**config.mk**
```make
export PLATFORM = sky130hd
export DESIGN_NAME = rdcm_div_pipe
export DESIGN_NICKNAME = d
export VERILOG_FILES = /design/src/hdl/rdcm_div_pipe.sv
export SDC_FILE = /design/constraint.sdc
export NUM_CORES = 2
export LEC_CHECK = 0
export BUFFER_PORTS_ARGS = -buffer_cell sky130_fd_sc_hd__buf_2
export CAP_MARGIN = 20
export CELL_PAD_IN_SITES_DETAIL_PLACEMENT = 1
export CELL_PAD_IN_SITES_GLOBAL_PLACEMENT = 2
export CORE_ASPECT_RATIO = 0.75
export CORE_MARGIN = 8
export CORE_UTILIZATION = 28
export CTS_BUF_LIST = sky130_fd_sc_hd__clkbuf_4 sky130_fd_sc_hd__clkbuf_8
export DETAILED_ROUTE_END_ITERATION = 8
export PLACE_DENSITY = 0.57
export SYNTH_ARGS = -nofsm -noshare
export SYNTH_HDL_FRONTEND = slang
export SYNTH_SLANG_ARGS = --single-unit
export TNS_END_PERCENT = 10
```
**constraint.sdc**
```tcl
create_clock -name clk -period 2.8 [get_ports clk]
set_input_delay 0.28 -clock clk [delete_from_list [all_inputs] [get_ports clk]]
set_output_delay 0.28 -clock clk [all_outputs]
set_load 0.01 [all_outputs]
```
**src/hdl/rdcm_div_pipe.sv**
```systemverilog
// Restoring divider, one quotient bit per stage. rem0_i must be below divisor_i.
module rdcm_div_pipe #(
	parameter int DW     = 18,
	parameter int QW     = 22,
	parameter int SIDE_W = 1
) (
	input  logic              clk,
	input  logic              arst_n,
	input  logic              en,
	input  logic              vld_i,
	input  logic [DW-1:0]     rem0_i,
	input  logic [QW-1:0]     low_i,
	input  logic [DW-1:0]     divisor_i,
	input  logic [SIDE_W-1:0] side_i,
	output logic              vld_o,
	output logic [QW-1:0]     quot_o,
	output logic [SIDE_W-1:0] side_o
);
	logic [DW-1:0]     rem_q  [QW];
	logic [QW-1:0]     low_q  [QW];
	logic [QW-1:0]     quot_q [QW];
	logic [SIDE_W-1:0] side_q [QW];
	logic              vld_q  [QW];

	for (genvar k = 0; k < QW; k++) begin : g_stage
		logic [DW-1:0]     rem_in;
		logic [QW-1:0]     low_in;
		logic [QW-1:0]     quot_in;
		logic [SIDE_W-1:0] side_in;
		logic              vld_in;
		logic [DW:0]       t;
		logic [DW:0]       dv;

		if (k == 0) begin : g_first
			assign rem_in  = rem0_i;
			assign low_in  = low_i;
			assign quot_in = '0;
			assign side_in = side_i;
			assign vld_in  = vld_i;
		end else begin : g_next
			assign rem_in  = rem_q[k-1];
			assign low_in  = low_q[k-1];
			assign quot_in = quot_q[k-1];
			assign side_in = side_q[k-1];
			assign vld_in  = vld_q[k-1];
		end

		assign t  = {rem_in, low_in[QW-1]};
		assign dv = {1'b0, divisor_i};

		always_ff @(posedge clk or negedge arst_n) begin
			if (!arst_n) begin
				vld_q[k] <= 1'b0;
			end else if (en) begin
				vld_q[k] <= vld_in;
			end
		end

		always_ff @(posedge clk) begin
			if (en) begin
				if (t >= dv) begin
					rem_q[k]  <= DW'(t - dv);
					quot_q[k] <= {quot_in[QW-2:0], 1'b1};
				end else begin
					rem_q[k]  <= DW'(t);
					quot_q[k] <= {quot_in[QW-2:0], 1'b0};
				end
				low_q[k]  <= low_in << 1;
				side_q[k] <= side_in;
			end
		end
	end

	assign vld_o  = vld_q[QW-1];
	assign quot_o = quot_q[QW-1];
	assign side_o = side_q[QW-1];
endmodule

```
Word level (Yosys, flattened, before mapping)

Memories as Yosys holds them, arrays and structs flattened.
Index checks and enable logic that the tools add are counted.

Output and inout bits: 24
Logic and storage cells: 292
Register bits after elaboration: 22
Input bits: 63
Memories: 4
Bits in writable memories: 1364

Order comparisons: 22
Muxes and demuxes: 178
Bitwise operators: 44
$add $sub $neg: 22

Memories:

| memory | words | bits a word | rd ports | clocked after memory_dff | wr ports | line | text |
|---|---|---|---|---|---|---|---|
| quot_q | 22    | 22          | 22       | 0                        | 22       | 21   | `logic [QW-1:0] quot_q [QW];` |
| low_q  | 22    | 21          | 21       | 0                        | 22       | 20   | `logic [QW-1:0] low_q [QW];` |
| rem_q  | 22    | 18          | 21       | 0                        | 22       | 19   | `logic [DW-1:0] rem_q [QW];` |
| side_q | 22    | 1           | 22       | 0                        | 22       | 22   | `logic [SIDE_W-1:0] side_q [QW];` |

Operators by type and width:

| operator         | count |
|---|---|
| $mux W22         | 22 |
| $ge A19 B18 Y1   | 22 |
| $mux W18         | 22 |
| $sub A18 B18 Y18 | 22 |
| $mux W1          | 134 |
| $or A1 B1 Y1     | 44 |

Longest topological paths before layout

An unclocked memory read counts as a cell.

Depth after elaboration: 6
Mapped depth: 12
Mapped depth without buffers: 12

Worst setup path before layout

No wires, ideal clock.

Kind: input to register
From: input divisor_i[1]
To: memory rem_q[17][9] (netlist: rem_q[4][27]), data pin
Path slack: -1.161 ns
Arrival: 3.701 ns
Buffers on the path: 1
Data required time: 2.540 ns
Library setup time: 0.260 ns
Cell stages on the path: 11
Path through: inv_1 -> ha_1 -> nor2b_1 -> o31a_1 -> o21ai_1 -> a31oi_1 -> o21ai_0 -> nand2_1 -> a41oi_4 -> buf_4 -> mux2_2

RTL lines:

| what        | line | text |
|---|---|---|
| from (decl) | 13   | `input logic [DW-1:0] divisor_i,` |
| to (decl)   | 19   |  |

==> out/metrics.yaml <==
status: "complete, but fails checks"
failed_checks: "setup timing"
synth.largest_area_cell: "edfxtp_1"
yosys.area_share.simple: 0.08098
clockBufferDepth: 3
register_area_um2: 27090
hold_depth: 4
fmax_mhz: 329.1
worstPathArrival_ns: 3.72
multiInputGateArea_um2: 23530
io_pins: 87
path_clk_slew_ns: 0.07
required_ns: 3.49
synth_compound_area_frac: 0.1349
viasPerCell: 4.659
wl_um: 149500
areaGrowthSynthToFinish_pct: 35.83
cts_inserted_buffers: 163
hp-class: "in2reg"
setup_ws_ns: -0.2384
core_um2: 177200
power_leakage_uw: 0.02734
finalInstanceArea_um2: 67580
synth_top_family_by_area: "compound AO/OA/AOI/OAI gates"
syn_inst: 4015
initial_core_util: 0.2807
finClkSkew_ns: 0.05226
r2r_cells: 9
yosysSeqAreaShare: 0.5444
power_uw: 72370
routed-via-count: 36463
drv_slew: 0
synth.area.mux_share: 0.05792
slew_headroom: 0.4760
first_global_vias: 37965
wl_per_cell_um: 19.10
setup_violations: 54
die_area_um2: 191600
synth_area_leaders: "edfxtp_1 53%, ha_1 10%, mux2_2 4.9%, a21oi_1 3.3%, xnor2_1 3.3%"
cts.sinks: 906
dpl.hpwl_um: 109600
clk-insertion-delay-late_ns: 0.94
synth_top_area_share: 0.5330
place.port_buffers: 86
synthesis.nets: 4495
chipHeight_um: 381.1
dpl_cell_area_um2: 60860
drt-pass1-iter-count: 5
period_share: 1.085
grt_setup_unrepaired: "yes"
num-fill-cells: 19110
avgSynthCellArea_um2: 12.39
synthXorXnorAreaFrac: 0.05299
worstSetupStartpointType: "register"
cts-htree-levels: 4
postRouteAntennaNets: 0
end_kind: "register"
syn_area_um2: 49750
yosys_register_bits: 906
gp_congestion: 0.8399
grt_overflow: 0
crit_type: "reg2reg"
synth_edf_count: 883
cts_tree: "yes"
async_flop_share: 0.02428
drt_iter0_drc: 1825
synth_fa_ha_area_frac: 0.1080
drv_cap: 0
ys_types: 96
cp_max_fo: 5
rows: 134
antenna_found_initial: 11
hold_viol_final: 0
synth_commonest_cells: "883 x edfxtp_1, 396 x ha_1, 329 x a21oi_1, 257 x nand2_1"
grt_max_degree: 132
grt_pass1_wl_um: 226100
yosysMostFrequentCell: "edfxtp_1"
remaining_drc_errors: 0
tightest_slew_ns: 0.7860
root_buffer: "clkbuf_8"
nets: 5782
die_w_um: 502.7
drive_gt1_frac: 0.3637
dominantRegCellSynth: "edfxtp_1"
yosys_warnings: 0
grt.total_usage: 0.1510
powerDensity_nw_per_um2: 1071
fin_crit_ns: 3.038
ir_worst_vdd_mv: 0.3932
worst max-delay path: stages (launching register included):
cell	delay (ns)
edfxtp_1	0.44
ha_4	0.30
and2_4	0.16
buf_4	0.12
nand2_1	0.05
or4_4	0.56
a311o_2	0.45
nand4_4	0.20
clkbuf_16	0.21
mux2_4	0.30
flip-flops by register name, summed over array words and instances, names as in the netlist:
signal and count:
rem_q 378, quot_q 253, low_q 231, side_q 22, g_stage.vld_in 21, vld_o 1
final timing paths:
path                                   start                  to  slack [ns]
worst max-delay path             rem_q[0][9]        rem_q[0][22]       -0.24
worst min-delay path            divisor_i[0]         rem_q[1][0]        0.10
worst max register to register   rem_q[0][9]        rem_q[0][22]       -0.24
worst min register to register  low_q[4][40]        low_q[4][62]        0.40
max in group asynchronous             arst_n   g_stage[3].vld_in        2.03
min in group asynchronous             arst_n  g_stage[16].vld_in        0.32
final cells by class:
class | count | share of cell area
clock buffer | 199 | 0.03757
clock inverter | 102 | 0.01359
multi-input combinational | 2863 | 0.3483
timing repair buffer | 1220 | 0.1470
sequential | 906 | 0.4008
antenna | 9 | 0.0003333
tap | 2380 | 0.04407
inverter | 148 | 0.008313
cells in the final DEF, fill, tap and decap left out, types with 29 or more instances in the layout:
master           n
mux2_2         172
o21ai_2         29
clkbuf_4        32
dlygate4sd3_1   74
o21a_1          40
ha_4            33
inv_1          126
buf_12          48
a21oi_2         54
ha_1           358
edfxtp_1       883
nand3_1         67
xor2_1         113
a21o_1         162
xnor2_1        187
buf_4          983
nor2_1         213
clkinv_2        38
nand2_1        253
mux2_4          60
nor3_1          51
nor2b_1         35
clkinv_1        31
clkbuf_8       167
a21oi_1        272
buf_2           85
and2_1          31
o21ai_0        172
nand4_1         53
per-layer routing:
| layer | global-route usage | wire, µm | vias up |
|---|---|---|---|
| met5 | 0 | 0 | - |
| met4 | 0.03799 | 3172 | 0 |
| met3 | 0.02705 | 5401 | 232 |
| met2 | 0.2223 | 62680 | 482 |
| met1 | 0.2274 | 78250 | 17795 |
| li1 | - | - | 17954 |
where the power goes:
| group | internal, µW | switching (µW) | leakage [µW] | total (µW) |
|---|---|---|---|---|
| sequential | 19900 | 2110 | 0.00887 | 22000 |
| combinational | 19300 | 17500 | 0.0167 | 36800 |
| clock | 7170 | 6320 | 0.00180 | 13500 |
| total | 46400 | 25900 | 0.0273 | 72400 |
per-stage QoR:
| stage | setup TNS [ns] | setup slack, ns | hold slack (ns) | util | cells |
|---|---|---|---|---|---|
| 2_1_floorplan | -240.99 | -0.8134 | -0.01559 | - | 4015 |
| 3_5_place_dp | -182.72 | -0.7364 | 0.2711 | 0.3434 | 7373 |
| 3_3_place_gp | -172.47 | -0.6868 | 0.2603 | 0.3434 | 7373 |
| 6_report | -5.542 | -0.2384 | 0.1001 | 0.3813 | 7827 |
| 4_1_cts | -6.746 | -0.2062 | 0.00003336 | 0.3746 | 7791 |
| 5_1_grt | -16.40 | -0.3001 | 0.04089 | 0.3812 | 7820 |
cells by family after synthesis:
family / after synthesis
buf+inv: 246
flops: 906
compound gates: 1044
mux: 253
fa+ha+maj: 417
xor+xnor: 301
simple gates: 848
what timing repair did:
item,CTS,global route
hold buffers,75,0
cloned,4,2
resized for setup,230,181
setup buffers,41,26
hold endpoints to repair,135,0
setup endpoints to repair,274,322
pin swaps,137,74
No activity file was read; power rests on OpenSTA's default activity.
