**config.mk**
```make
export PLATFORM = sky130hd
export DESIGN_NAME = rdcm_isqrt_pipe
export DESIGN_NICKNAME = d
export VERILOG_FILES = /design/src/hdl/rdcm_isqrt_pipe.sv
export SDC_FILE = /design/constraint.sdc
export NUM_CORES = 1
export LEC_CHECK = 0
export ABC_AREA = 1
export BUFFER_PORTS_ARGS = -buffer_cell sky130_fd_sc_hd__buf_2
export CAP_MARGIN = 0
export CORE_ASPECT_RATIO = 2
export CORE_MARGIN = 4
export CORE_UTILIZATION = 25
export DETAILED_ROUTE_END_ITERATION = 10
export HOLD_SLACK_MARGIN = 0.15
export PLACE_DENSITY = 0.36
export SYNTH_ARGS = -nofsm -noshare
export SYNTH_HDL_FRONTEND = slang
export SYNTH_SLANG_ARGS = --single-unit
```
**constraint.sdc**
```tcl
create_clock -name clk -period 2.5 [get_ports clk]
set_input_delay 0.625 -clock clk [delete_from_list [all_inputs] [get_ports clk]]
set_output_delay 0.625 -clock clk [all_outputs]
set_load 0.02 [all_outputs]
```
**src/hdl/rdcm_isqrt_pipe.sv**
```systemverilog
// Integer square root, one root bit per stage.
module rdcm_isqrt_pipe #(
	parameter int IN_W   = 35,
	parameter int SIDE_W = 1,
	localparam int RW    = (IN_W + 1) / 2
) (
	input  logic              clk,
	input  logic              arst_n,
	input  logic              en,
	input  logic              vld_i,
	input  logic [IN_W-1:0]   x_i,
	input  logic [SIDE_W-1:0] side_i,
	output logic              vld_o,
	output logic [RW-1:0]     root_o,
	output logic [SIDE_W-1:0] side_o
);
	localparam int XW = 2 * RW;

	logic [RW+1:0]     rem_q  [RW];
	logic [RW-1:0]     root_q [RW];
	logic [XW-1:0]     x_q    [RW];
	logic [SIDE_W-1:0] side_q [RW];
	logic              vld_q  [RW];

	for (genvar k = 0; k < RW; k++) begin : g_stage
		logic [RW+1:0]     rem_in;
		logic [RW-1:0]     root_in;
		logic [XW-1:0]     x_in;
		logic [SIDE_W-1:0] side_in;
		logic              vld_in;
		logic [RW+3:0]     t;
		logic [RW+3:0]     trial;

		if (k == 0) begin : g_first
			assign rem_in  = '0;
			assign root_in = '0;
			assign x_in    = XW'(x_i);
			assign side_in = side_i;
			assign vld_in  = vld_i;
		end else begin : g_next
			assign rem_in  = rem_q[k-1];
			assign root_in = root_q[k-1];
			assign x_in    = x_q[k-1];
			assign side_in = side_q[k-1];
			assign vld_in  = vld_q[k-1];
		end

		assign t     = {rem_in, x_in[XW-1 -: 2]};
		assign trial = (RW+4)'({root_in, 2'b01});

		always_ff @(posedge clk or negedge arst_n) begin
			if (!arst_n) begin
				vld_q[k] <= 1'b0;
			end else if (en) begin
				vld_q[k] <= vld_in;
			end
		end

		always_ff @(posedge clk) begin
			if (en) begin
				if (t >= trial) begin
					rem_q[k]  <= (RW+2)'(t - trial);
					root_q[k] <= {root_in[RW-2:0], 1'b1};
				end else begin
					rem_q[k]  <= (RW+2)'(t);
					root_q[k] <= {root_in[RW-2:0], 1'b0};
				end
				x_q[k]    <= x_in << 2;
				side_q[k] <= side_in;
			end
		end
	end

	assign vld_o  = vld_q[RW-1];
	assign root_o = root_q[RW-1];
	assign side_o = side_q[RW-1];
endmodule

```
Yosys cells after proc, flatten, opt, wreduce, memory -nomap -nowiden
Memory sizes are Yosys's and may differ from the RTL's.
Cells that the tools add are included.
Word-level totals
  flip-flop bits (word level): 18
  latch bits: 0
  memory bits (writable): 1314
  memory bits (read-only): 0
  memories: 4
Memory list
  x_q: depth 18, bits a word 34, read ports 17, clocked after memory_dff 0, write ports 18, RTL line 21  | logic [XW-1:0] x_q [RW];
  rem_q: depth 18, bits a word 20, read ports 17, clocked after memory_dff 0, write ports 18, RTL line 19  | logic [RW+1:0] rem_q [RW];
  root_q: depth 18, bits a word 18, read ports 18, clocked after memory_dff 0, write ports 18, RTL line 20  | logic [RW-1:0] root_q [RW];
  side_q: depth 18, bits a word 1, read ports 18, clocked after memory_dff 0, write ports 18, RTL line 22  | logic [SIDE_W-1:0] side_q [RW];
Cells by class
  $add $sub $neg: 18
  multiply operators: 0
  div/mod/pow operators: 0
  magnitude comparators: 18
  equal/unequal tests: 0
  shift-type cells: 0
  multiplexer cells: 146
  bitwise gates (word level): 36
  reduce and logical (&&, ||, !) cells: 0
Operators by type and width (count)
  22-bit by 20-bit >= comparator with 1-bit output: 17
  20-bit 2-to-1 mux: 18
  20-bit subtractor: 17
  18-bit 2-to-1 mux: 18
  1-bit 2-to-1 mux: 110
  1-bit OR: 36
  1-bit by 1-bit subtractor with 2-bit output (second input constant): 1
  1-bit >= comparator (second input constant): 1

Logic depth before layout (Yosys ltp)
An unclocked memory read counts as a cell.
  depth in word-level cells: 6
  mapped depth: 14
  depth with buffers taken out: 14

Least setup slack after synthesis
Ideal clock, no wire load.
  path type: input -> register
  start point: input en
  end point: memory rem_q[8][0] (netlist name) (enable)
  arrival: 1819 ps
  path slack: 276 ps
  stages: 2
  buffers on the path: 2
  cell sequence: buf_2 > clkbuf_1
RTL lines
  from (decl): RTL line 9  | input logic en,
  to (decl): RTL line 19

==> impl_metrics.toml <==
[timing]
fin_worst_hold_slack_ns = 0.252
fin_crit_sh_pct = 96.7
final.setup.worst_slack_ns = 0.0829
timing.setup.tns_ns = 0
finalSetupViolCount = 0
min_period_ns = 2.42
fin_worst_skew_ns = 0.0247
timing.final.max_slew_violations = 0
max_slew_margin_pct = 56.1
pin_slew_with_the_least_headroom_to_its_limit_ns = 0.658
clock.fmax_ghz = 0.414
report.final.hold_viol_count = 0

[floorplanning]
floorplan.die_area_mm2 = 0.181
floorplan.die.height_um = 597
core_area_mm2 = 0.173
initial_core_util_pct = 25.1
top_level_ports = 60
num_rows = 216
dieWidth_um = 303

[synth]
synth_edf_count = 805
synth_area_leaders = "edfxtp_1 56%, nand2_1 13%, inv_1 6.9%"
dominant_combinational_cell_family_by_area_after_synthesis = "simple AND/OR/NAND/NOR gates"
synth_compound_gate_area_share_pct = 3.73
netlist.top_cell.by_area = "edfxtp_1"
post_synth_instance_area_mm2 = 0.0434
netlist.area_leader.share_pct = 55.7
syn-num-nets = 4991
syn-mean-instance-area_um2 = 9.11
netlist-cell-type-count = 47
yosys_most_used_dff = "edfxtp_1"
synth.yosys.seq_area_share_pct = 56.8
post_synth_and_or_nand_nor_area_fraction_pct = 23.4
post_synth_fa_ha_maj_area_fraction_pct = 5.45
synth.mux.area_fraction_pct = 0
async_reset_ff_share_pct = 2.18
synthCells = 4762
yosys_register_bits = 824
yosys.area_share.xor_xnor_pct = 2.81
ys_warn_count = 0

[setup_path]
critPathLaunchType = "flop"
critPathArrivalTime_ns = 2.85
worst-setup-path-type = "flop to flop"
timing.critical_path.cells = "ha_1, nand2_1, nor2_1, nand2_1, nor3_1, nor2_1, nand2_2, inv_2, buf_12, nand2_1, nand2_1"
critPathCaptureType = "flop"
maximum_fanout_count_along_the_critical_path = 18
family_of_cells_with_the_greatest_summed_delay_on_the_critical_path = "simple AND/OR/NAND/NOR gates"
cp_slowest_cell = "nor2_1"
critPathBufInv = 2
critPathRequiredTime_ns = 2.93
cp_common_cell = "nand2_1"
cpPeakStageDelay_ns = 0.40

[cts]
path_clk_slew_ns = 0.06
clkLatencyLatePin_ns = 0.69
ctsHtreeMaxLevel = 3
cts.sink_count = 824
cts_tree = "done"
clock_tree.root_cell = "clkbuf_16"
cts_buffer_depth = 3
cts-buffers-inserted = 89

[global_route]
groute.usage.overall_pct = 15.3
antenna_violations_before_repair = 1
via_count_of_the_first_global_routing_pass = 33900
grt-ovfl-total = 0
grt_start_max_net_pins = 116
first_pass_grt_wire_length_um = 204000

[placement]
placement.io_buffers = 59
hpwl_um = 111000
final_weighted_congestion_in_routability_driven_placement = 0.904
pre_cts_ws_ns = -0.227

[detailed_routing]
totalWireLength_um = 138000
vias = 31800
dr.pass1.iters = 5
post_drt_via_cell_ratio = 4.26
wl_per_cell_um = 18.5
antenna_violating_nets_post_route = 0
initialDrtViolationCount = 1495
drt_drc_violations_left = 0

[finish]
drive_above_1_share_pct = 9.99
syn_to_final_growth_pct = 19.6
num-nets-final = 5338

[pwr]
leakage_power_uw = 0.0231
power_share_of_the_combinational_group_pct = 18.8
clkPwrFrac_pct = 37.1
seq_power_share_pct = 44.1
vdd.ir_drop.worst_uv = 502
power.switching_fraction_pct = 30.0
ratio_of_total_power_to_cell_area_mw_per_mm2 = 781
power_switching_uw = 12200
power.internal_uw = 28400

[job]
max-cap-violations = 0

[status]
status = "complete, no violations"

[worst_hold_path]
worstHoldPathType = "input pin to flop"
-- kinds of logic (layout without fill, tap and decap cells) --
| kind of cell | Yosys count | in the layout |
|---|---|---|
| AND/OR/NAND/NOR | 2436 | 2436 |
| buffers and inverters | 865 | 1286 |
| flip-flops | 824 | 824 |
| AO/OA/AOI/OAI | 309 | 309 |
| adder cells (fa/ha/maj) | 189 | 189 |
| XOR/XNOR | 139 | 139 |
| other | 0 | 1 |
-- final cells by class --
cell class / count / area (um2)
Fill cell: 18200 / 121000
Sequential cell: 824 / 24600
Multi-Input combinational cell: 3073 / 15500
Inverter: 805 / 3030
Tap cell: 2289 / 2860
Timing Repair Buffer: 316 / 2550
Clock buffer: 95 / 2270
Clock inverter: 70 / 1040
Antenna cell: 1 / 2.50
-- layer usage --
| layer | global-route usage (%) | vias up | routed length [um] |
|---|---|---|---|
| li1 | - | 16100 | - |
| met1 | 11.7 | 14800 | 39400 |
| met2 | 33.5 | 525 | 84500 |
| met3 | 1.78 | 332 | 3280 |
| met4 | 10.2 | 0 | 10900 |
| met5 | 0 | - | 0 |
-- synth_stat cells, drive strengths merged, types with 8 or more instances --
master  instances
nand2        1528
edfxtp        805
inv           803
nor2          432
nand3         277
ha            189
o21ai         149
a21oi         139
xor2           86
nand4          75
nor3           54
xnor2          53
nand3b         43
buf            36
clkbuf         24
dfrtp          18
and2            9
nor4            8
-- final timing paths --
| path | cells past startpoint | slack [ns] | to | start |
|---|---|---|---|---|
| worst max register to register | 11 | 0.08 | rem_q[8][4] | rem_q[7][25] |
| worst max-delay path | 11 | 0.08 | rem_q[8][4] | rem_q[7][25] |
| worst min register to register | 0 | 0.41 | x_q[2][17] | x_q[1][15] |
| worst min-delay path | 2 | 0.25 | root_q[0][0] | x_i[34] |
| min in group asynchronous | 2 | 0.43 | vld_o | arst_n |
| max in group asynchronous | 2 | 1.77 | g_stage[10].vld_in | arst_n |
-- flip-flops by register name (all words and copies together) (netlist names) --
name and flops:
g_stage.vld_in 17, root_q 171, rem_q 311, side_q 18
vld_o 1, x_q 306
-- power by group through the flow --
stage	clock, uW	combinational, uW	sequential, uW
after floorplan	0	4720	17600
after CTS	15800	7710	17900
final	15000	7630	17900
after global routing	16300	8610	18000
after detailed placement	0	7610	18200
after global placement	0	7620	18200
-- stage by stage --
step                      utilization [%]  instances  total power, uW  cell area, um2
final                                30.0       7473            40500           51900
after global routing                 30.0       7473            42900           51900
after CTS                            29.9       7464            41400           51700
after detailed placement             27.8       7256            25800           47900
after global placement               27.8       7256            25800           47900
after floorplan                         -       4762            22400           43400
-- cells in the final DEF, fill, tap and decap left out, types with 6 or more instances in the layout --
cell type / n
dlygate4sd3_1: 37
o21ai_1: 43
clkbuf_16: 90
edfxtp_1: 805
clkinv_1: 13
nor3_1: 49
buf_2: 58
bufinv_16: 21
ha_1: 184
nand3_2: 6
a21oi_1: 130
nand3b_1: 43
nand4_1: 74
a21oi_2: 9
nor2_1: 412
nand2_2: 14
inv_2: 7
nand3_1: 270
clkinv_4: 6
o21ai_0: 97
dfrtp_1: 18
xnor2_1: 52
xor2_1: 85
nor2_2: 16
o21bai_1: 6
clkinvlp_4: 9
clkinv_2: 10
buf_12: 18
and2_1: 9
nand2_1: 1511
buf_4: 202
inv_1: 794
nor4_1: 7
o21ai_2: 9
-- what timing repair did --
item,4_1_cts,5_1_grt
hold buffers,37,0
pin swaps,0,3
endpoints found under the setup margin,25,51
endpoints found under the hold margin,54,0
buffers inserted,6,8
gates resized for setup,8,31
Power figures use the tool's default switching activity.
