### config.mk
export PLATFORM = sky130hd
export DESIGN_NAME = rdcm_table
export DESIGN_NICKNAME = d
export VERILOG_FILES = /design/src/hdl/rdcm_pkg.sv /design/src/hdl/rdcm_table.sv
export SDC_FILE = /design/constraint.sdc
export NUM_CORES = 1
export LEC_CHECK = 0
export ABC_CLOCK_PERIOD_IN_PS = 2770
export BUFFER_PORTS_ARGS = -buffer_cell sky130_fd_sc_hd__buf_2
export CORE_ASPECT_RATIO = 1.2
export CORE_MARGIN = 1
export CORE_UTILIZATION = 55
export DETAILED_ROUTE_END_ITERATION = 10
export PLACE_DENSITY = 0.7
export SLEW_MARGIN = 15
export SYNTH_ARGS = -nofsm -noshare
export SYNTH_HDL_FRONTEND = slang
export SYNTH_SLANG_ARGS = --single-unit
### constraint.sdc
create_clock -name clk -period 2.77 [get_ports clk]
set_clock_uncertainty 0.1 [all_clocks]
set_input_delay 0.554 -clock clk [delete_from_list [all_inputs] [get_ports clk]]
set_output_delay 0.554 -clock clk [all_outputs]
set_load 0.005 [all_outputs]
### src/hdl/rdcm_pkg.sv
package rdcm_pkg;

	// field widths fixed by the item and register formats
	localparam int COORD_W   = 16;
	localparam int DELTA_W   = 16;
	localparam int IDX_W     = 6;
	localparam int OUT_W     = 19;
	localparam int DIM_W     = 13;
	localparam int CNT_W     = 7;
	localparam int CFG_W     = 16;
	localparam int CFG_IDX_W = 3;

	// interpolation position fraction, factor format, scale shift
	localparam int PFRAC_W   = 16;
	localparam int FACT_W    = 16;
	localparam int MAG_W     = 32;
	localparam int SCALE_SH  = 31;

	// factor = 1.0 + delta; in Q1.15 that is the delta with its top bit flipped
	localparam logic [FACT_W-1:0] ONE_Q15 = 16'h8000;

	localparam logic OP_LOAD = 1'b0;
	localparam logic OP_MAP  = 1'b1;

	typedef enum logic [CFG_IDX_W-1:0] {
		CFG_CENTER_ROW   = 3'd0,
		CFG_CENTER_COL   = 3'd1,
		CFG_IMAGE_HEIGHT = 3'd2,
		CFG_IMAGE_WIDTH  = 3'd3,
		CFG_TABLE_COUNT  = 3'd4
	} cfg_reg_t;

	// per-item data carried alongside the arithmetic units
	typedef struct packed {
		logic               op;
		logic [IDX_W-1:0]   idx;
		logic [DELTA_W-1:0] delta;
		logic               row_neg;
		logic [COORD_W-1:0] row_mag;
		logic               col_neg;
		logic [COORD_W-1:0] col_mag;
	} item_side_t;

	typedef struct packed {
		item_side_t it;
		logic       in_edge;
	} div_side_t;

endpackage

### src/hdl/rdcm_table.sv
// Magnification delta table: one write port, two registered read ports.
module rdcm_table import rdcm_pkg::*; #(
	parameter int DEPTH = 64,
	localparam int AW   = $clog2(DEPTH)
) (
	input  logic               clk,
	input  logic               en,
	input  logic               we,
	input  logic [AW-1:0]      waddr,
	input  logic [DELTA_W-1:0] wdata,
	input  logic [AW-1:0]      raddr_a,
	input  logic [AW-1:0]      raddr_b,
	output logic [DELTA_W-1:0] rdata_a,
	output logic [DELTA_W-1:0] rdata_b
);
	logic [DELTA_W-1:0] mem [DEPTH];

	always_ff @(posedge clk) begin
		if (en && we) begin
			mem[waddr] <= wdata;
		end
	end

	always_ff @(posedge clk) begin
		if (en) begin
			rdata_a <= mem[raddr_a];
			rdata_b <= mem[raddr_b];
		end
	end
endmodule

# Word level (Yosys, flattened, before mapping)
# Memories as Yosys holds them, arrays and structs flattened. A register that Yosys moved wholly into a read port is not among the register bits.
# Cells that the tools add are included.
[word_totals] mem_bits_rw=1024 memories=1 input_bits=37 register_bits=0
[op_classes] mux=2 reduce_logical=1
[mem_list] memory="mem" depth=64 width=16 rd=2 rd_clocked_by_memory_dff=2 write_ports=1 line="rdcm_table.sv:16" source="logic [DELTA_W-1:0] mem [DEPTH];"
[ops] cell="$mux W1" n=2
[ops] cell="$logic_and A1 B1 Y1" n=1

# Longest topological paths before layout
# Gate-level depths: netlist (run 1).
[logic_depth] depth_word=3 depth_mapped=10 mapped_depth_nobuf=5

# Worst setup path before layout (run 1)
# Ideal clock, no wire load.
[synth_path] kind="input to register" start="input port waddr[5]" end="memory mem[39][0] (enable)" stages=4 path_buffers=2 t_arrival_ns=2.092 setup_slack_ns=0.190 required_time_ns=2.282 setup_ns=0.388 cell_sequence="clkbuf_1 > or3b_2 > clkbuf_1 > nor2_1"
[synth_lines] item="from (decl)" line="rdcm_table.sv:9" source="input logic [AW-1:0] waddr,"
[synth_lines] item="to (decl)" line="rdcm_table.sv:16"
# No word-level cell before the write port.

==> results.txt, run 1 <==
- In this run the horizontal extent of the chip is between 200 and 300 um.
- Synthesis instantiated between 40 and 50 different standard cells from the library.
- In this run the static leakage power is 18.8 nW.
- Averaged over all synthesized cells, the footprint is just under 20 sq um.
- For the worst-skew pair, the clock arrives at the later sink with an insertion delay of about 0.70 ns.
* Largest net degree at the start of global routing: 65
- The critical path is of the input port to flip-flop type.
* Fmax: roughly 370 MHz
* Detailed-routing iteration count for the pre-antenna-repair pass: 5
* Post-synthesis net count: between 2000 and 3000
- Switching portion of total power: 0.225
* Max stage delay on crit path: 0.60 ns
- The number of max-slew violations in the final report was 0.
- For this run, global-route usage on met1 was measured as 0.441.
- The detail route stage leaves a number of antenna-violating nets equal to 0.
* Nets@finish: slightly below 3000
* Total clock sinks: roughly 1100
- For this design the total switching power over the nets is about 0.0081 W.
- Data arrives at the worst endpoint at 3.01 ns.
- TritonCTS created just over 100 clock buffers.
- Counting flops and latches in the post-synthesis netlist gives approximately 1100.
- The worst setup path is captured at a flip-flop.
- Final hold vios: 0
- Hold WC Path Type: input port to flip-flop
- Counting every instance in the synthesized netlist gives 2484.
* Critical path fanouts, max: 29
- Count of buffers added by post-CTS timing repair for setup: 0
* Hold buffers post-CTS: 0
- For this configuration, the core starts out at a cell density of 0.554.
- Of the total power, combinational logic draws 0.092.
* Synth warn: 0
- Ys async rst share: 0
* TritonCTS clock tree: yes
- For this run, global-route usage on met2 was measured as 0.552.
- The worst setup path is launched from an input port.
* Prevailing post-synth register cell: sky130_fd_sc_hd__edfxtp_1
- At the pin with the least slew margin, the transition time is between 0.9 and 1 ns.
- The die is approximately 330 um tall.
* Clock slew at reported path FFs: ~0.060 ns
- Slew margin rel.: 0.331
- Bufs on Longest Clock Path: 3
- Average detailed-routed wire length per instance: 36.8 um
- CP cell instances: buf_8, buf_12, buf_4, mux2_2, o22ai_1, a31oi_1, a311oi_1, buf_4, nor4_1
- Wires add up to between 150000 and 200000 um.
- Quantity of gates resized following cts: 0
- Detailed placement HPWL: 106000 um
* Reg power frac: 0.493
* Global-route wire length before repair: around 210000 um
- For this run the aggregate overflow at the end of global routing stands at 0.
- The via count of the first global-routing pass was roughly 30000.
* Via-to-Cell Ratio: between 7 and 8
- Routability congestion estimate: around 1.0
- Cell row count: approximately 120
* Count of vias placed by the detailed router: about 29000
* Cell repeated most along the worst path: sky130_fd_sc_hd__buf_4
* Share of the clock period used by the worst path after layout: 0.969
* GRT busiest layer: met2
- Fraction of the yosys area taken by sequential cells: 0.652
- Buffers placed on the I/O ports in this run total between 60 and 70.
* Met3 demand-to-capacity share in global routing: 0.0811
- The H-tree was split into 3 levels.
* Maximum Capacitance Violations: 0
* Total Neg Setup Slack: 0 ns
* Global-route total usage across every layer: 0.347
- Overall die area: ~90000 sq um
- The share of total power dissipated in the clock network is 0.414.
- Fraction of final layout cells with drive strength greater than 1: 0.404
* Result of the run: completed
- Iter 0 DRT Violations: around 4000
- The slowest stage of the critical path belongs to the cell sky130_fd_sc_hd__a311oi_1.
- In the routed design, unresolved DRC markers number 0.
- Finished layout cell area: between 50000 and 60000 sq um
* Setup repair after global routing missed its margin: no
* Total buffers and inverters traversed by the critical path: 4
- The routed design could run at a clock period as short as about 2.7 ns.
* Post-detailed-placement cell area: 53300 sq um
- Synth-to-layout area growth: 17.1%
- Category of cells accounting for the largest share of critical-path delay: buffers and inverters
- The region available for standard cell placement spans around 88000 sq um.
- Cell at the root of the clock tree: sky130_fd_sc_hd__clkbuf_16
- Power spread over the standard cell area amounts to 633 nW/um^2.
- Post-synth design cell area: 48600 sq um
- Across the VDD grid, the largest voltage drop is approximately 0.8 mV.
- Number of antenna violations at the first check in global routing: 12
- Data on the critical path is required at its endpoint by between 3 and 4 ns.
- The internal portion of the total power is 0.0279 W.
* # IOs: between 60 and 70
- EDFF count, synth: roughly 1100
- Setup violations remaining at the end of the flow were counted as 0.
[synth_stat cells (all sizes together) (8+ instances only)]
cell	instances	area, sq um
a211oi	69	518
a21oi	25	125
a221oi	14	123
a22oi	22	165
a311oi	17	149
a31oi	12	75.1
buf	145	933
clkbuf	55	210
edfxtp	1056	31700
mux2	76	856
mux2i	121	1210
mux4	459	10300
nand2	58	218
nand2b	8	50.1
nand3	9	45.0
nor2	108	408
nor2b	15	93.8
nor4	12	75.1
o21a	8	60.1
o21ai	44	220
o221ai	8	70.1
o22ai	95	594
o41ai	8	70.1
[logic make-up after synthesis]
logic type,share of synthesized area
flip-flops,0.652
multiplexers,0.255
AO/OA/AOI/OAI,0.0471
AND/OR/NAND/NOR,0.0216
buffers and inverters,0.0237
[metrics by stage]
step	utilization	setup slack, ns	cells	hold slack [ns]	total power (W)
6_report	0.649	0.0845	4126	0.216	0.0360
5_1_grt	0.649	0.129	4122	0.208	0.0368
4_1_cts	0.649	0.0947	4121	0.177	0.0361
3_5_place_dp	0.608	-0.658	3927	0.846	0.0214
2_1_floorplan	-	0.190	2484	0.553	0.0197
3_3_place_gp	0.608	-0.635	3927	0.851	0.0213
[layout make-up]
type,count,area (sq um)
Multi-Input combinational cell,1226,15800
Tap cell,1149,1440
Sequential cell,1056,31700
Clock inverter,68,821
Clock buffer,126,2770
Fill cell,5853,30800
Inverter,2,7.51
Timing Repair Buffer,494,4400
Antenna cell,5,12.5
[registers in the layout, indices dropped and copies added, names as in the netlist]
register,flops
mem,1024
rdata_a,16
rdata_b,16
[final timing paths]
check / startpoint / endpoint / slack (ns) / cells past startpoint
worst min-delay path: wdata[10] / mem[8][10] / 0.22 / 1
worst min register to register: mem[38][7] / rdata_a[7] / 0.91 / 4
worst max register to register: mem[13][14] / rdata_a[14] / 0.24 / 4
worst max-delay path: raddr_a[2] / rdata_a[5] / 0.08 / 9
[metal layers]
layer / part of all wire / up-vias / wire length (um)
li1: - / 11600 / -
met1: 0.35 / 15200 / 52500
met2: 0.48 / 1811 / 73600
met3: 0.10 / 408 / 15700
met4: 0.067 / 8 / 10200
met5: 0.00036 / - / 54
[power by group through the flow]
stage / Combinational, W / Sequential (W) / Clock, W
floorplan: 0.00164 / 0.0181 / 0
global placement: 0.00323 / 0.0181 / 0
detailed placement: 0.00327 / 0.0181 / 0
CTS: 0.00328 / 0.0178 / 0.0150
global route: 0.00343 / 0.0178 / 0.0156
finish: 0.00333 / 0.0178 / 0.0149
[cells in the final DEF, fill, tap and decap left out, drive strengths merged, types with 9 or more instances in the layout]
cell,Yosys,routed
edfxtp,1056,1056
buf,145,493
mux4,459,459
clkbuf,55,127
mux2i,121,121
nor2,108,108
o22ai,95,95
mux2,76,76
a211oi,69,69
nand2,58,58
o21ai,44,44
clkinv,1,42
a21oi,25,25
a22oi,22,22
bufinv,0,18
a311oi,17,17
nor2b,15,15
a221oi,14,14
a31oi,12,12
nor4,12,12
nand3,9,9
Power figures use the tool's default switching activity.
==> run 2: changes to the inputs <==
--- a/config.mk
+++ b/config.mk
@@ -12,6 +12,7 @@
 export CORE_UTILIZATION = 55
 export DETAILED_ROUTE_END_ITERATION = 10
 export PLACE_DENSITY = 0.7
+export RECOVER_POWER = 100
 export SLEW_MARGIN = 15
 export SYNTH_ARGS = -nofsm -noshare
 export SYNTH_HDL_FRONTEND = slang
==> results.txt, run 2 (synthesis results as in run 1) <==
- Violations in the final reports: max-capacitance violations, max-slew violations
- Number of pins exceeding their max-slew limit in the final report: 278 (was 0)
- Count of vias placed by the detailed router: 28900 (was 29000)
- Height of the die: 328 um (unchanged)
- The die area came to 89600 sq um (unchanged).
* Hold buffers post-CTS: 0 (unchanged)
* Data arrival at the endpoint of the critical path: 3.03 ns (was 3.01 ns)
- Critical path fanouts, max: 23 (was 29)
* Slew margin rel.: -0.269 (was 0.331)
* Clk_lat worst skew: 0.70 ns (about the same)
- Switching power summed over all nets: 0.00809 W (was 0.00810 W)
- Flip-flop count of the largest register, all copies and words added: 1024 (unchanged)
- The total area of multi-input combinational cells is 15800 sq um (about the same).
- Setup repair after global routing missed its margin: no (unchanged)
* Data required time of the worst path: 3.08 ns (was 3.09 ns)
* Total Neg Setup Slack: 0 ns (unchanged)
- Commonest cells after routing, fill and taps aside: sky130_fd_sc_hd__edfxtp_1 (1056), sky130_fd_sc_hd__mux4_2 (459), sky130_fd_sc_hd__buf_4 (267) (was sky130_fd_sc_hd__edfxtp_1 (1056), sky130_fd_sc_hd__mux4_2 (459), sky130_fd_sc_hd__buf_4 (362))
* Via-to-Cell Ratio: 6.99 (was 7.03)
* Class of the most critical setup path: input port to flip-flop (unchanged)
- Switching portion of total power: 0.225 (about the same)
- The leakage power is 18.4 nW (was 18.8 nW).
- Worst VDD drop: 0.786 mV (was 0.784 mV)
* Detailed-routing iteration count for the pre-antenna-repair pass: 6 (was 5)
* R2R cell count: 4 (unchanged)
* End of the worst register-to-register path: rdata_a[0] (was rdata_a[14])
- The worst hold-check path type was input port to flip-flop (unchanged).
* Ratio of total power to cell area: 638 nW/um^2 (was 633 nW/um^2)
- Share of the clock period used by the worst path after layout: 0.983 (was 0.969)
- The effective utilization at floorplan was 0.554 (unchanged).
- Largest regs: mem: 1024 flops, rdata_a: 16 flops, rdata_b: 16 flops (unchanged).
* Overall power consumption: 0.0360 W (about the same)
- The global-route wire length before repair is 215000 um (unchanged).
- Internal power component: 0.0279 W (about the same)
- Horizontal extent of the die: 273 um (unchanged)
* Part of the total power dissipated in combinational logic: 0.091 (was 0.092)
- Cell row count: 119 (unchanged)
- The post-detailed-routing wire length was 152000 um (about the same).
- The transition time at the pin with the least slew margin came to 1.90 ns (was 0.997 ns).
- The total count of hold-check failures in the final report was 0 (unchanged).
- Commonest non-fill, non-tap cell in the layout: sky130_fd_sc_hd__edfxtp_1 (unchanged)
* Total clock sinks: 1056 (unchanged)
- The number of filler instances in the final layout was 5972 (was 5853).
- The total track usage was 0.347 (unchanged).
- Fin util: 0.643 (was 0.649)
- Critical R2R Launch: mem[24][0] (was mem[13][14])
- H-tree depth: 3 (unchanged)
- The placeable core region was 87700 sq um (unchanged).
- The count of pins on the block boundary was 69 (unchanged).
- Cell at the root of the clock tree: sky130_fd_sc_hd__clkbuf_16 (unchanged)
* Flip-flop and latch area: 31700 sq um (unchanged)
- The cell count after placement came to 3927 (unchanged).
* Finished layout cell area: 56400 sq um (was 56900 sq um)
* TritonCTS clock tree: yes (unchanged)
* DR DRC count: 0 (unchanged)
* Fraction of final layout cells with drive strength greater than 1: 0.376 (was 0.404)
* Hold path startpoint: wdata[10] (unchanged)
- The area growth from synthesis to final layout is 16.1% (was 17.1%).
- Count of buffers from port buffering: 68 (unchanged)
- The hold-critical path depth was 1 (unchanged).
- The via count of the first global-routing pass is 29500 (unchanged).
- The type of element launching the critical path was an input port (unchanged).
- Routability congestion estimate: 1.05 (unchanged)
- Result of the run: finished, violations left (was completed)
- The area after detailed placement is 53300 sq um (unchanged).
- Minimum clock period after layout: 2.72 ns (was 2.69 ns)
- The total clock buffers created by CTS came to 103 (unchanged).
* Clock slew at reported path FFs: 0.07 ns (was 0.06 ns)
- The achievable clock frequency was 367 MHz (was 372 MHz).
- Maximum Capacitance Violations: 10 (was 0)
- The initial antenna violation count came to 12 (unchanged).
* Quantity of gates resized following cts: 0 (unchanged)
- The number of setup buffers added after CTS was 0 (unchanged).
* Nets@finish: 2920 (unchanged)
- Iter 0 DRT Violations: 3851 (was 4026)
* Clock share of power: 0.415 (was 0.414)
* Reg2reg setup slack: 0.11 ns (was 0.24 ns)
- The post-layout instance count excluding filler cells is 4127 (was 4126).
* Setup-violating endpoint count in the final report: 0 (unchanged)
- Reg power frac: 0.495 (was 0.493)
* Largest net degree at the start of global routing: 65 (unchanged)
- The remaining antenna violation count came to 0 (unchanged).
* Average detailed-routed wire length per instance: 36.8 um (about the same)
- Bufs on Longest Clock Path: 3 (unchanged)
- Register containing the most flip-flops in the final layout: mem (unchanged)
- The endpoint kind of the worst setup timing path was a flip-flop (unchanged).
- GRT Residual Overflow: 0 (unchanged)
* Endpoint of the worst hold path: mem[8][10] (unchanged)
- The total half-perimeter wirelength after legalization and detailed placement came to 106000 um (unchanged).
-- run 2: layout make-up --
type / instances / area share
Timing Repair Buffer: 494 / 0.0688
Clock inverter: 68 / 0.0145
Sequential cell: 1056 / 0.562
Antenna cell: 6 / 0.000266
Multi-Input combinational cell: 1226 / 0.280
Clock buffer: 126 / 0.0491
Tap cell: 1149 / 0.0255
Inverter: 2 / 0.000133
-- run 2: power by group through the flow --
stage	registers (W)	logic, W	clock network, W
6_report	0.0178	0.00327	0.0149
5_1_grt	0.0178	0.00336	0.0156
4_1_cts	0.0178	0.00328	0.0150
3_5_place_dp	0.0181	0.00327	0
3_3_place_gp	0.0181	0.00323	0
2_1_floorplan	0.0181	0.00164	0
-- run 2: critical path: stages --
cell	delay, ns
sky130_fd_sc_hd__clkbuf_8	0.21
sky130_fd_sc_hd__buf_12	0.24
sky130_fd_sc_hd__nand2b_1	0.28
sky130_fd_sc_hd__clkbuf_1	0.30
sky130_fd_sc_hd__buf_12	0.19
sky130_fd_sc_hd__o22ai_1	0.11
sky130_fd_sc_hd__a211oi_1	0.09
sky130_fd_sc_hd__a211oi_1	0.87
sky130_fd_sc_hd__nor4_1	0.12
-- run 2: routing by layer --
layer	up-vias	global-route usage	wire, um
met3	402	0.0811	15600
li1	11500	-	-
met2	1782	0.552	73100
met1	15100	0.441	52400
met4	10	0.196	10600
met5	-	0	176
-- run 2: how the worst max path moves through the flow --
| stage | startpoint | slack, ns | end | cells after the start |
|---|---|---|---|---|
| floorplan | waddr[5] | 0.19 | mem[39][0] | 4 |
| global placement | raddr_a[2] | -0.64 | rdata_a[8] | 8 |
| detailed placement | raddr_a[2] | -0.66 | rdata_a[8] | 8 |
| CTS | raddr_a[2] | 0.09 | rdata_a[8] | 8 |
| global route | raddr_a[2] | 0.08 | rdata_a[5] | 9 |
| finish | raddr_a[1] | 0.05 | rdata_a[14] | 9 |
-- run 2: metrics by stage --
stage               hold WS, ns  setup slack [ns]
detailed placement        0.846            -0.658
CTS                       0.177            0.0947
global placement          0.851            -0.635
finish                    0.438            0.0482
global route              0.461            0.0800
floorplan                 0.553             0.190
